## src/rtl/pwrf_pkg.sv

```systemverilog
`timescale 1ns / 1ps
// ============================================================================
// pwrf_pkg: shared types and constants of the pulse-width RF transmitter
// Frame layout, register indexes, reset values, queue item and status types.
// ============================================================================
package pwrf_pkg;

    localparam int unsigned PAYLOAD_WIDTH = 10;
    localparam int unsigned BIT_POS_W     = $clog2(PAYLOAD_WIDTH);
    localparam int unsigned TICK_W        = 16;
    localparam int unsigned PRE_W         = 6;
    localparam int unsigned CFG_IDX_W     = 2;

    localparam logic [2:0] CHK_SEED = 3'b101;

    localparam logic [TICK_W-1:0] SHORT_TICKS_RST = 16'd400;
    localparam logic [TICK_W-1:0] LONG_TICKS_RST  = 16'd1200;
    localparam logic [TICK_W-1:0] SYNC_TICKS_RST  = 16'd3000;
    localparam logic [PRE_W-1:0]  PREAMBLE_RST    = 6'd16;

    typedef enum logic [CFG_IDX_W-1:0] {
        REG_SHORT_TICKS     = 2'd0,
        REG_LONG_TICKS      = 2'd1,
        REG_SYNC_LOW_TICKS  = 2'd2,
        REG_PREAMBLE_PULSES = 2'd3
    } cfg_reg_t;

    typedef enum logic [1:0] {
        PH_IDLE = 2'd0,
        PH_PRE  = 2'd1,
        PH_SYNC = 2'd2,
        PH_DATA = 2'd3
    } phase_t;

    // classified item as it travels through the queue
    typedef struct packed {
        logic                     is_start;
        logic [PAYLOAD_WIDTH-1:0] word;
    } item_t;

    typedef struct packed {
        logic valid;
        logic full;
    } q_status_t;

endpackage

```

## src/rtl/pwrf_front.sv

```systemverilog
`timescale 1ns / 1ps
// ============================================================================
// pwrf_front: input classifier
// Sorts items into tick or start and builds the candidate frame word.
// ============================================================================
module pwrf_front (
    input  logic                                operation,
    input  logic [3:0]                          node_id,
    input  logic signed [7:0]                   direction,
    input  logic [1:0]                          sequence_req,
    output pwrf_pkg::item_t                     item
);

    logic       up;
    logic [2:0] chk;

    always_comb
    begin
        up  = (direction > 8'sd0);
        chk = node_id[2:0] ^ {1'b0, up, 1'b0} ^ {sequence_req[0], 2'b00}
              ^ pwrf_pkg::CHK_SEED;
        item.is_start = operation;
        item.word     = {node_id, up, sequence_req, chk};
    end

endmodule

```

## src/rtl/pwrf_queue.sv

```systemverilog
`timescale 1ns / 1ps
// ============================================================================
// pwrf_queue: two-entry item queue
// Decouples the classifier from the line sequencer; push and pop may coincide.
// ============================================================================
module pwrf_queue (
    input  logic                  clk,
    input  logic                  rst_n,
    input  logic                  push,
    input  pwrf_pkg::item_t       push_item,
    input  logic                  pop,
    output pwrf_pkg::item_t       head,
    output pwrf_pkg::q_status_t   status
);

    pwrf_pkg::item_t entry_reg [2];
    logic            wr_ptr_reg, wr_ptr_next;
    logic            rd_ptr_reg, rd_ptr_next;
    logic [1:0]      count_reg, count_next;

    always_comb
    begin
        wr_ptr_next = wr_ptr_reg ^ push;
        rd_ptr_next = rd_ptr_reg ^ pop;
        count_next  = count_reg + {1'b0, push} - {1'b0, pop};
        head        = entry_reg[rd_ptr_reg];
        status.valid = (count_reg != 2'd0);
        status.full  = count_reg[1];
    end

    always_ff @(posedge clk or negedge rst_n)
    begin
        if (!rst_n)
        begin
            wr_ptr_reg <= 1'b0;
            rd_ptr_reg <= 1'b0;
            count_reg  <= 2'd0;
        end
        else
        begin
            wr_ptr_reg <= wr_ptr_next;
            rd_ptr_reg <= rd_ptr_next;
            count_reg  <= count_next;
        end
    end

    always_ff @(posedge clk)
    begin
        if (push)
        begin
            entry_reg[wr_ptr_reg] <= push_item;
        end
    end

endmodule

```

## src/rtl/pwrf_back.sv

```systemverilog
`timescale 1ns / 1ps
// ============================================================================
// pwrf_back: line sequencer
// Holds the timing registers and frame state, runs one item per cycle unless
// the output stalls, and keeps the result in an output register.
// ============================================================================
module pwrf_back (
    input  logic                                   clk,
    input  logic                                   rst_n,
    input  logic                                   cfg_we,
    input  logic [pwrf_pkg::CFG_IDX_W-1:0]         cfg_index,
    input  logic [pwrf_pkg::TICK_W-1:0]            cfg_data,
    input  pwrf_pkg::q_status_t                    q_status,
    input  pwrf_pkg::item_t                        q_head,
    output logic                                   q_pop,
    output logic                                   out_valid,
    input  logic                                   out_ready,
    output logic                                   line_level,
    output logic                                   busy_res,
    output logic                                   accepted,
    output logic                                   frame_done,
    output logic [pwrf_pkg::PAYLOAD_WIDTH-1:0]     frame_word
);

    localparam int unsigned TW = pwrf_pkg::TICK_W;
    localparam int unsigned PW = pwrf_pkg::PAYLOAD_WIDTH;
    localparam int unsigned BW = pwrf_pkg::BIT_POS_W;
    localparam int unsigned RW = pwrf_pkg::PRE_W;

    function automatic logic [TW-1:0] at_least_one(input logic [TW-1:0] v);
        return (v == '0) ? TW'(1) : v;
    endfunction

    logic [TW-1:0] short_reg, long_reg, sync_reg;
    logic [RW-1:0] pre_cfg_reg;

    pwrf_pkg::phase_t phase_reg, phase_next;
    logic             high_reg, high_next;
    logic [TW-1:0]    rem_reg, rem_next, rem_dec, lo_ticks;
    logic [RW-1:0]    pre_left_reg, pre_left_next, pre_dec;
    logic [BW-1:0]    bit_reg, bit_next;
    logic [PW-1:0]    word_reg, word_next;
    logic             acc_c, done_c, fire;

    logic             out_valid_reg, out_valid_next;
    logic             line_reg, busy_reg, acc_reg, done_reg;
    logic [PW-1:0]    fword_reg;

    // configuration registers
    always_ff @(posedge clk or negedge rst_n)
    begin
        if (!rst_n)
        begin
            short_reg   <= pwrf_pkg::SHORT_TICKS_RST;
            long_reg    <= pwrf_pkg::LONG_TICKS_RST;
            sync_reg    <= pwrf_pkg::SYNC_TICKS_RST;
            pre_cfg_reg <= pwrf_pkg::PREAMBLE_RST;
        end
        else if (cfg_we)
        begin
            unique case (pwrf_pkg::cfg_reg_t'(cfg_index))
                pwrf_pkg::REG_SHORT_TICKS:     short_reg   <= cfg_data;
                pwrf_pkg::REG_LONG_TICKS:      long_reg    <= cfg_data;
                pwrf_pkg::REG_SYNC_LOW_TICKS:  sync_reg    <= cfg_data;
                pwrf_pkg::REG_PREAMBLE_PULSES: pre_cfg_reg <= cfg_data[RW-1:0];
                default: ;
            endcase
        end
    end

    assign fire  = q_status.valid && (!out_valid_reg || out_ready);
    assign q_pop = fire;

    always_comb
    begin
        phase_next    = phase_reg;
        high_next     = high_reg;
        rem_next      = rem_reg;
        pre_left_next = pre_left_reg;
        bit_next      = bit_reg;
        word_next     = word_reg;
        acc_c         = 1'b0;
        done_c        = 1'b0;
        rem_dec       = rem_reg - TW'(1);
        pre_dec       = pre_left_reg - RW'(1);

        // low duration chosen at the end of a high half
        priority if (phase_reg == pwrf_pkg::PH_SYNC)
            lo_ticks = sync_reg;
        else if (phase_reg == pwrf_pkg::PH_DATA && word_reg[bit_reg])
            lo_ticks = long_reg;
        else
            lo_ticks = short_reg;

        if (fire)
        begin
            if (q_head.is_start)
            begin
                if (phase_reg == pwrf_pkg::PH_IDLE)
                begin
                    word_next     = q_head.word;
                    pre_left_next = pre_cfg_reg;
                    phase_next    = (pre_cfg_reg != '0) ? pwrf_pkg::PH_PRE
                                                        : pwrf_pkg::PH_SYNC;
                    bit_next      = '0;
                    high_next     = 1'b1;
                    rem_next      = at_least_one(short_reg);
                    acc_c         = 1'b1;
                end
            end
            else if (phase_reg != pwrf_pkg::PH_IDLE)
            begin
                rem_next = rem_dec;
                if (rem_dec == '0)
                begin
                    priority if (high_reg)
                    begin
                        high_next = 1'b0;
                        rem_next  = at_least_one(lo_ticks);
                    end
                    else if (phase_reg == pwrf_pkg::PH_PRE)
                    begin
                        pre_left_next = pre_dec;
                        if (pre_dec == '0)
                            phase_next = pwrf_pkg::PH_SYNC;
                        high_next = 1'b1;
                        rem_next  = at_least_one(short_reg);
                    end
                    else if (phase_reg == pwrf_pkg::PH_SYNC)
                    begin
                        phase_next = pwrf_pkg::PH_DATA;
                        bit_next   = BW'(PW - 1);
                        high_next  = 1'b1;
                        rem_next   = at_least_one(short_reg);
                    end
                    else if (bit_reg == '0)
                    begin
                        phase_next = pwrf_pkg::PH_IDLE;
                        high_next  = 1'b0;
                        rem_next   = '0;
                        done_c     = 1'b1;
                    end
                    else
                    begin
                        bit_next  = bit_reg - BW'(1);
                        high_next = 1'b1;
                        rem_next  = at_least_one(short_reg);
                    end
                end
            end
        end

        out_valid_next = fire || (out_valid_reg && !out_ready);
    end

    always_ff @(posedge clk or negedge rst_n)
    begin
        if (!rst_n)
        begin
            phase_reg     <= pwrf_pkg::PH_IDLE;
            high_reg      <= 1'b0;
            rem_reg       <= '0;
            pre_left_reg  <= '0;
            bit_reg       <= '0;
            word_reg      <= '0;
            out_valid_reg <= 1'b0;
        end
        else
        begin
            phase_reg     <= phase_next;
            high_reg      <= high_next;
            rem_reg       <= rem_next;
            pre_left_reg  <= pre_left_next;
            bit_reg       <= bit_next;
            word_reg      <= word_next;
            out_valid_reg <= out_valid_next;
        end
    end

    // result register, loaded when an item is executed
    always_ff @(posedge clk)
    begin
        if (fire)
        begin
            line_reg  <= (phase_next != pwrf_pkg::PH_IDLE) && high_next;
            busy_reg  <= (phase_next != pwrf_pkg::PH_IDLE);
            acc_reg   <= acc_c;
            done_reg  <= done_c;
            fword_reg <= word_next;
        end
    end

    assign out_valid  = out_valid_reg;
    assign line_level = line_reg;
    assign busy_res   = busy_reg;
    assign accepted   = acc_reg;
    assign frame_done = done_reg;
    assign frame_word = fword_reg;

endmodule

```

## src/rtl/pulse_width_rf_frame_transmitter.sv

```systemverilog
`timescale 1ns / 1ps
// ============================================================================
// pulse_width_rf_frame_transmitter: pulse-width OOK frame generator
// Builds a 10-bit frame word on start and times preamble, sync and data
// pulses on one line, one tick item at a time.
// ============================================================================
// Usage:
//   Input channel (in_valid/in_ready): operation 0 is a tick, 1 a start with
//   node_id, direction and sequence_req. Every transfer yields exactly one
//   result on the output channel (out_valid/out_ready): line level after the
//   item, busy flag, start-taken flag, end-of-frame flag and the frame word.
//   Configuration: cfg_we writes cfg_data into the timing register selected by
//   cfg_index (0 short, 1 long, 2 sync low, 3 preamble count);
//   write only while no item is in flight.
//   Order: an input transfer is written into the queue, and the sequencer
//   then executes it from the queue head into the result register, which
//   raises out_valid until the result transfers.
//   Throughput: one item per clock while out_ready stays high; the sequencer
//   executes one item per cycle unless the output stalls, and the two-entry
//   queue plus the result register absorb the handshake turnaround.
//   Receiver stall: the result register holds, the queue fills, and in_ready
//   drops once both queue entries are taken; nothing is dropped.
//   Reset: timing registers return to 400/1200/3000/16, the sequencer is idle
//   with a zero frame word, both channels are empty; result fields are not reset.
// ============================================================================
module pulse_width_rf_frame_transmitter (
    input  logic                                   clk,
    input  logic                                   rst_n,
    input  logic                                   cfg_we,
    input  logic [pwrf_pkg::CFG_IDX_W-1:0]         cfg_index,
    input  logic [pwrf_pkg::TICK_W-1:0]            cfg_data,
    input  logic                                   in_valid,
    output logic                                   in_ready,
    input  logic                                   operation,
    input  logic [3:0]                             node_id,
    input  logic signed [7:0]                      direction,
    input  logic [1:0]                             sequence_req,
    output logic                                   out_valid,
    input  logic                                   out_ready,
    output logic                                   line_level,
    output logic                                   busy_res,
    output logic                                   accepted,
    output logic                                   frame_done,
    output logic [pwrf_pkg::PAYLOAD_WIDTH-1:0]     frame_word
);

    pwrf_pkg::item_t     front_item;
    pwrf_pkg::item_t     q_head;
    pwrf_pkg::q_status_t q_status;
    logic                q_push;
    logic                q_pop;

    // front: classify and form the candidate word
    pwrf_front u_front (
        .operation    (operation),
        .node_id      (node_id),
        .direction    (direction),
        .sequence_req (sequence_req),
        .item         (front_item)
    );

    // transfer into the queue whenever it has a free entry
    assign in_ready = !q_status.full;
    assign q_push   = in_valid && in_ready;

    pwrf_queue u_queue (
        .clk       (clk),
        .rst_n     (rst_n),
        .push      (q_push),
        .push_item (front_item),
        .pop       (q_pop),
        .head      (q_head),
        .status    (q_status)
    );

    // back: frame state, timing counters, result register
    pwrf_back u_back (
        .clk        (clk),
        .rst_n      (rst_n),
        .cfg_we     (cfg_we),
        .cfg_index  (cfg_index),
        .cfg_data   (cfg_data),
        .q_status   (q_status),
        .q_head     (q_head),
        .q_pop      (q_pop),
        .out_valid  (out_valid),
        .out_ready  (out_ready),
        .line_level (line_level),
        .busy_res   (busy_res),
        .accepted   (accepted),
        .frame_done (frame_done),
        .frame_word (frame_word)
    );

`ifndef ASSERT_OFF
    // a start that was taken leaves the line high and the block busy
    a_accept_busy: assert property (@(posedge clk) disable iff (!rst_n)
        out_valid && accepted |-> busy_res && line_level)
        else $error("accepted start without busy high line");

    // an idle line is low, and frame end always leaves the block idle
    a_idle_low: assert property (@(posedge clk) disable iff (!rst_n)
        out_valid && (!busy_res || frame_done) |-> !line_level && !busy_res)
        else $error("line high while idle");

    // the queue never pops while empty
    a_pop_valid: assert property (@(posedge clk) disable iff (!rst_n)
        q_pop |-> q_status.valid)
        else $error("queue popped while empty");

    // a full queue with a stalled receiver stays full
    a_full_hold: assert property (@(posedge clk) disable iff (!rst_n)
        q_status.full && out_valid && !out_ready |=> q_status.full)
        else $error("queue lost an entry during a stall");
`endif

endmodule

```

## config.mk

```make
export PLATFORM = sky130hd
export DESIGN_NAME = pulse_width_rf_frame_transmitter
export DESIGN_NICKNAME = d
export VERILOG_FILES = /design/src/rtl/pwrf_pkg.sv /design/src/rtl/pwrf_front.sv /design/src/rtl/pwrf_queue.sv /design/src/rtl/pwrf_back.sv /design/src/rtl/pulse_width_rf_frame_transmitter.sv
export SDC_FILE = /design/constraint.sdc
export NUM_CORES = 1
export LEC_CHECK = 0
export ABC_AREA = 1
export BUFFER_PORTS_ARGS = -buffer_cell sky130_fd_sc_hd__buf_2
export CORE_ASPECT_RATIO = 1.4
export CORE_MARGIN = 2
export CORE_UTILIZATION = 40
export CTS_BUF_LIST = sky130_fd_sc_hd__clkbuf_8
export CTS_CLUSTER_SIZE = 20
export DETAILED_ROUTE_END_ITERATION = 10
export GPL_TIMING_DRIVEN = 0
export MAX_ROUTING_LAYER = met4
export SYNTH_ARGS = -nofsm -noshare
export SYNTH_HDL_FRONTEND = slang
export SYNTH_HIERARCHICAL = 1
export SYNTH_SLANG_ARGS = --single-unit
```

## constraint.sdc

```tcl
create_clock -name clk -period 3.1 [get_ports clk]
set_input_delay 0.775 -clock clk [delete_from_list [all_inputs] [get_ports clk]]
set_output_delay 0.775 -clock clk [all_outputs]
set_load 0.02 [all_outputs]
```

==> impl_metrics.toml <==
[status]
status = "finished clean"

[power]
power_density_mw_per_mm2 = 956
worst_ir_drop_vdd_uv = 518
p_sw_share_pct = 45.0
leakage_nw = 3.92
seqPwrFrac_pct = 34.9
switchingPower_mw = 3.56
power_frac_comb_pct = 46.2
p_int_mw = 4.34
p_clk_share_pct = 18.9

[critical_path]
crit_chain = "buf_6 > nand2_1 > o21ai_0 > buf_4 > clkinvlp_4 > clkbuf_4 > buf_4 > ha_1 > nand2_2 > inv_4 > and3_1 > buf_2 > o311ai_1 > o21ai_0"
cp.required_ns = 3.45
crit_buf_inv = 7
crit_path_max_incr_delay_ns = 0.43
r2r_slack_ns = 0.15
cp.arrival_ns = 3.30
crit_type = "reg -> reg"
worst-path-max-fanout = 10
critPathCaptureType = "register"
crit_family = "buffers and inverters"
crit_slowest_cell = "dfrtp_2"
cp-start-kind = "register"

[yosys]
ys_types = 46
yosys.area.top_type_share_pct = 28.7
synth_most_common_cell = "nand2_1"
synth_commonest_cells = "217 x nand2_1, 126 x inv_1, 97 x o21ai_0, 83 x dfrtp_1, 58 x nor2_1"
synth_nets = 942
async_reset_ff_share_pct = 73.1
synth_edf_count = 36
synth_seq_cells = 134
synth_top_cells_by_area = "dfrtp_1 29%, edfxtp_1 15%, nand2_1 11%"
avgSynthCellArea_um2 = 8.14
ys_warn_count = 6
syn_area_mm2 = 0.00725
syn-instance-count = 890
synth_top_cell_by_area = "dfrtp_1"
ys.flop_type = "dfrtp_1"
seq_area_frac_synth_pct = 49.0

[flow_run]
cap_viol_max_count = 0

[clock_tree]
clk_latency_ns = 0.44
cts_buffer_depth = 2
cts.sinks = 134
cts_root_buf = "clkbuf_8"
cts_buffers = 17
htree_levels = 4
path_clk_slew_ns = 0.09
cts_tree = "done"

[route]
antenna_left = 0
wirelength_um = 18400
wl_per_cell_um = 15.2
dr.pass1.iters = 5
drtIter0Drc = 312
drc = 0
vias = 5960
via_per_inst = 4.91

[sta]
rsz0062_at_grt = "false"
fin_tns_setup_ns = 0
setup-violations-final = 0
post-route-period-util_pct = 95.1
tightest_slew_ns = 0.960
whs_ns = 0.336
worst_slack_ns = 0.151
finalHoldViolCount = 0
max_freq_ghz = 0.339
fin_skew_ns = 0.0185
finalCriticalPeriod_ns = 2.95
slew_headroom_pct = 35.9
slew_viol_final = 0

[global_route]
grt_pass1_wl_um = 30200
grt_max_degree = 54
grtUsageTotal_pct = 20.5
antenna_found_initial = 0
grt-ovfl-total = 0
grt_pass1_vias = 6025

[finish]
finish.instance_area_mm2 = 0.00826
largest_register_ffs = 22
antenna_cells = 0
drive_gt1_share_pct = 16.7
area_delta_synth_final_pct = 14.1
fin_nets = 1013

[die]
fp-row-count = 58
die-area_mm2 = 0.0192
fp.dieW_um = 118
core_area_mm2 = 0.0179
die_y_um = 163
io_pins = 54
initial_utilization_pct = 40.6

[placement]
preCtsSetupSlack_ns = -0.693
dpl_cell_area_mm2 = 0.00783
place_hpwl_um = 14300
gp_congestion = 0.917
portBuffers = 50

[min_path]
holdCritPathClass = "in -> async"
==> metrics by stage <==
| stage | instances | utilization [%] | power, mW |
|---|---|---|---|
| 2_1_floorplan | 890 | - | 5.33 |
| 3_3_place_gp | 1180 | 43.7 | 6.31 |
| 3_5_place_dp | 1181 | 43.8 | 6.35 |
| 4_1_cts | 1213 | 46.1 | 7.91 |
| 5_1_grt | 1214 | 46.3 | 8.53 |
| 6_report | 1214 | 46.3 | 7.90 |
==> placed cells by master (no fill, tap or decap), types with 8 or more instances in the layout <==
cell      netlist  final
a21oi_1        29     28
buf_2           4     52
buf_4          10     14
clkbuf_1       23     19
clkbuf_8        0     17
dfrtp_1        83     82
dfstp_2        15     15
edfxtp_1       36     36
ha_1           14     14
inv_1         126    125
nand2_1       217    216
nand3_1        55     55
nand3b_1        9      9
nor2_1         58     58
nor3_1         13     13
nor4_1          8      8
o21ai_0        97     97
o21ai_2         8      8
xor2_1         11     10
==> final timing paths <==
path                                           startpoint                                 to  depth (start not counted)
min reg2reg                u_back/long_reg[2]$_DFFE_PN0P_     u_back/long_reg[2]$_DFFE_PN0P_                          2
min in group clk           u_back/long_reg[2]$_DFFE_PN0P_     u_back/long_reg[2]$_DFFE_PN0P_                          2
max in group asynchronous                           rst_n  u_back/pre_cfg_reg[4]$_DFFE_PN1P_                          2
max                          u_queue/rd_ptr_reg$_DFF_PN0_      u_back/bit_reg[3]$_DFFE_PN0P_                         14
min                                                 rst_n     u_back/rem_reg[10]$_DFFE_PN0P_                          1
max reg2reg                  u_queue/rd_ptr_reg$_DFF_PN0_      u_back/bit_reg[3]$_DFFE_PN0P_                         14
==> routing by layer <==
| layer | vias up | share of wire (%) | GRT usage (%) |
|---|---|---|---|
| met3 | 46 | 2.8 | 2.62 |
| met5 | - | 0 | - |
| li1 | 3028 | - | - |
| met1 | 2752 | 41 | 22.3 |
| met2 | 134 | 52 | 37.7 |
| met4 | 0 | 3.3 | 8.32 |
==> power groups by stage <==
stage	registers (mW)	logic, mW	clock network [mW]
global route	2.82	4.10	1.61
floorplan	2.81	2.52	0
detailed placement	2.79	3.56	0
finish	2.76	3.65	1.50
global placement	2.78	3.53	0
CTS	2.76	3.61	1.54
==> timing repair <==
item / 4_1_cts / 5_1_grt
setup buffers: 0 / 1
endpoints found under the setup margin: 26 / 12
hold buffers: 0 / 0
resized for setup: 9 / 6
endpoints found under the hold margin: 0 / 0
==> cells by family (layout without fill, tap and decap cells) <==
logic type | count (synthesis) | count (layout) | synth area share (%)
buffers and inverters | 173 | 257 | 9.86
adder cells (fa/ha/maj) | 14 | 14 | 2.42
AO/OA/AOI/OAI | 165 | 165 | 13.2
multiplexers | 1 | 1 | 0.155
flip-flops | 134 | 134 | 49.0
XOR/XNOR | 14 | 14 | 1.80
AND/OR/NAND/NOR | 389 | 389 | 23.6
==> layout make-up <==
cell class | count | area [um^2]
sequential | 134 | 3550
buffer | 42 | 235
timing repair buffer | 52 | 288
clock inverter | 15 | 163
tap | 240 | 300
inverter | 131 | 498
fill | 1868 | 9590
multi-input combinational | 583 | 2990
clock buffer | 17 | 234
==> worst register-to-register path, stage by stage, from the launching register on <==
cell	delay, ns
dfrtp_2	0.43
buf_6	0.17
nand2_1	0.05
o21ai_0	0.13
buf_4	0.24
clkinvlp_4	0.18
clkbuf_4	0.24
buf_4	0.21
ha_1	0.30
nand2_2	0.15
inv_4	0.20
and3_1	0.18
buf_2	0.18
o311ai_1	0.10
o21ai_0	0.10
(Power assumes the default switching activity.)
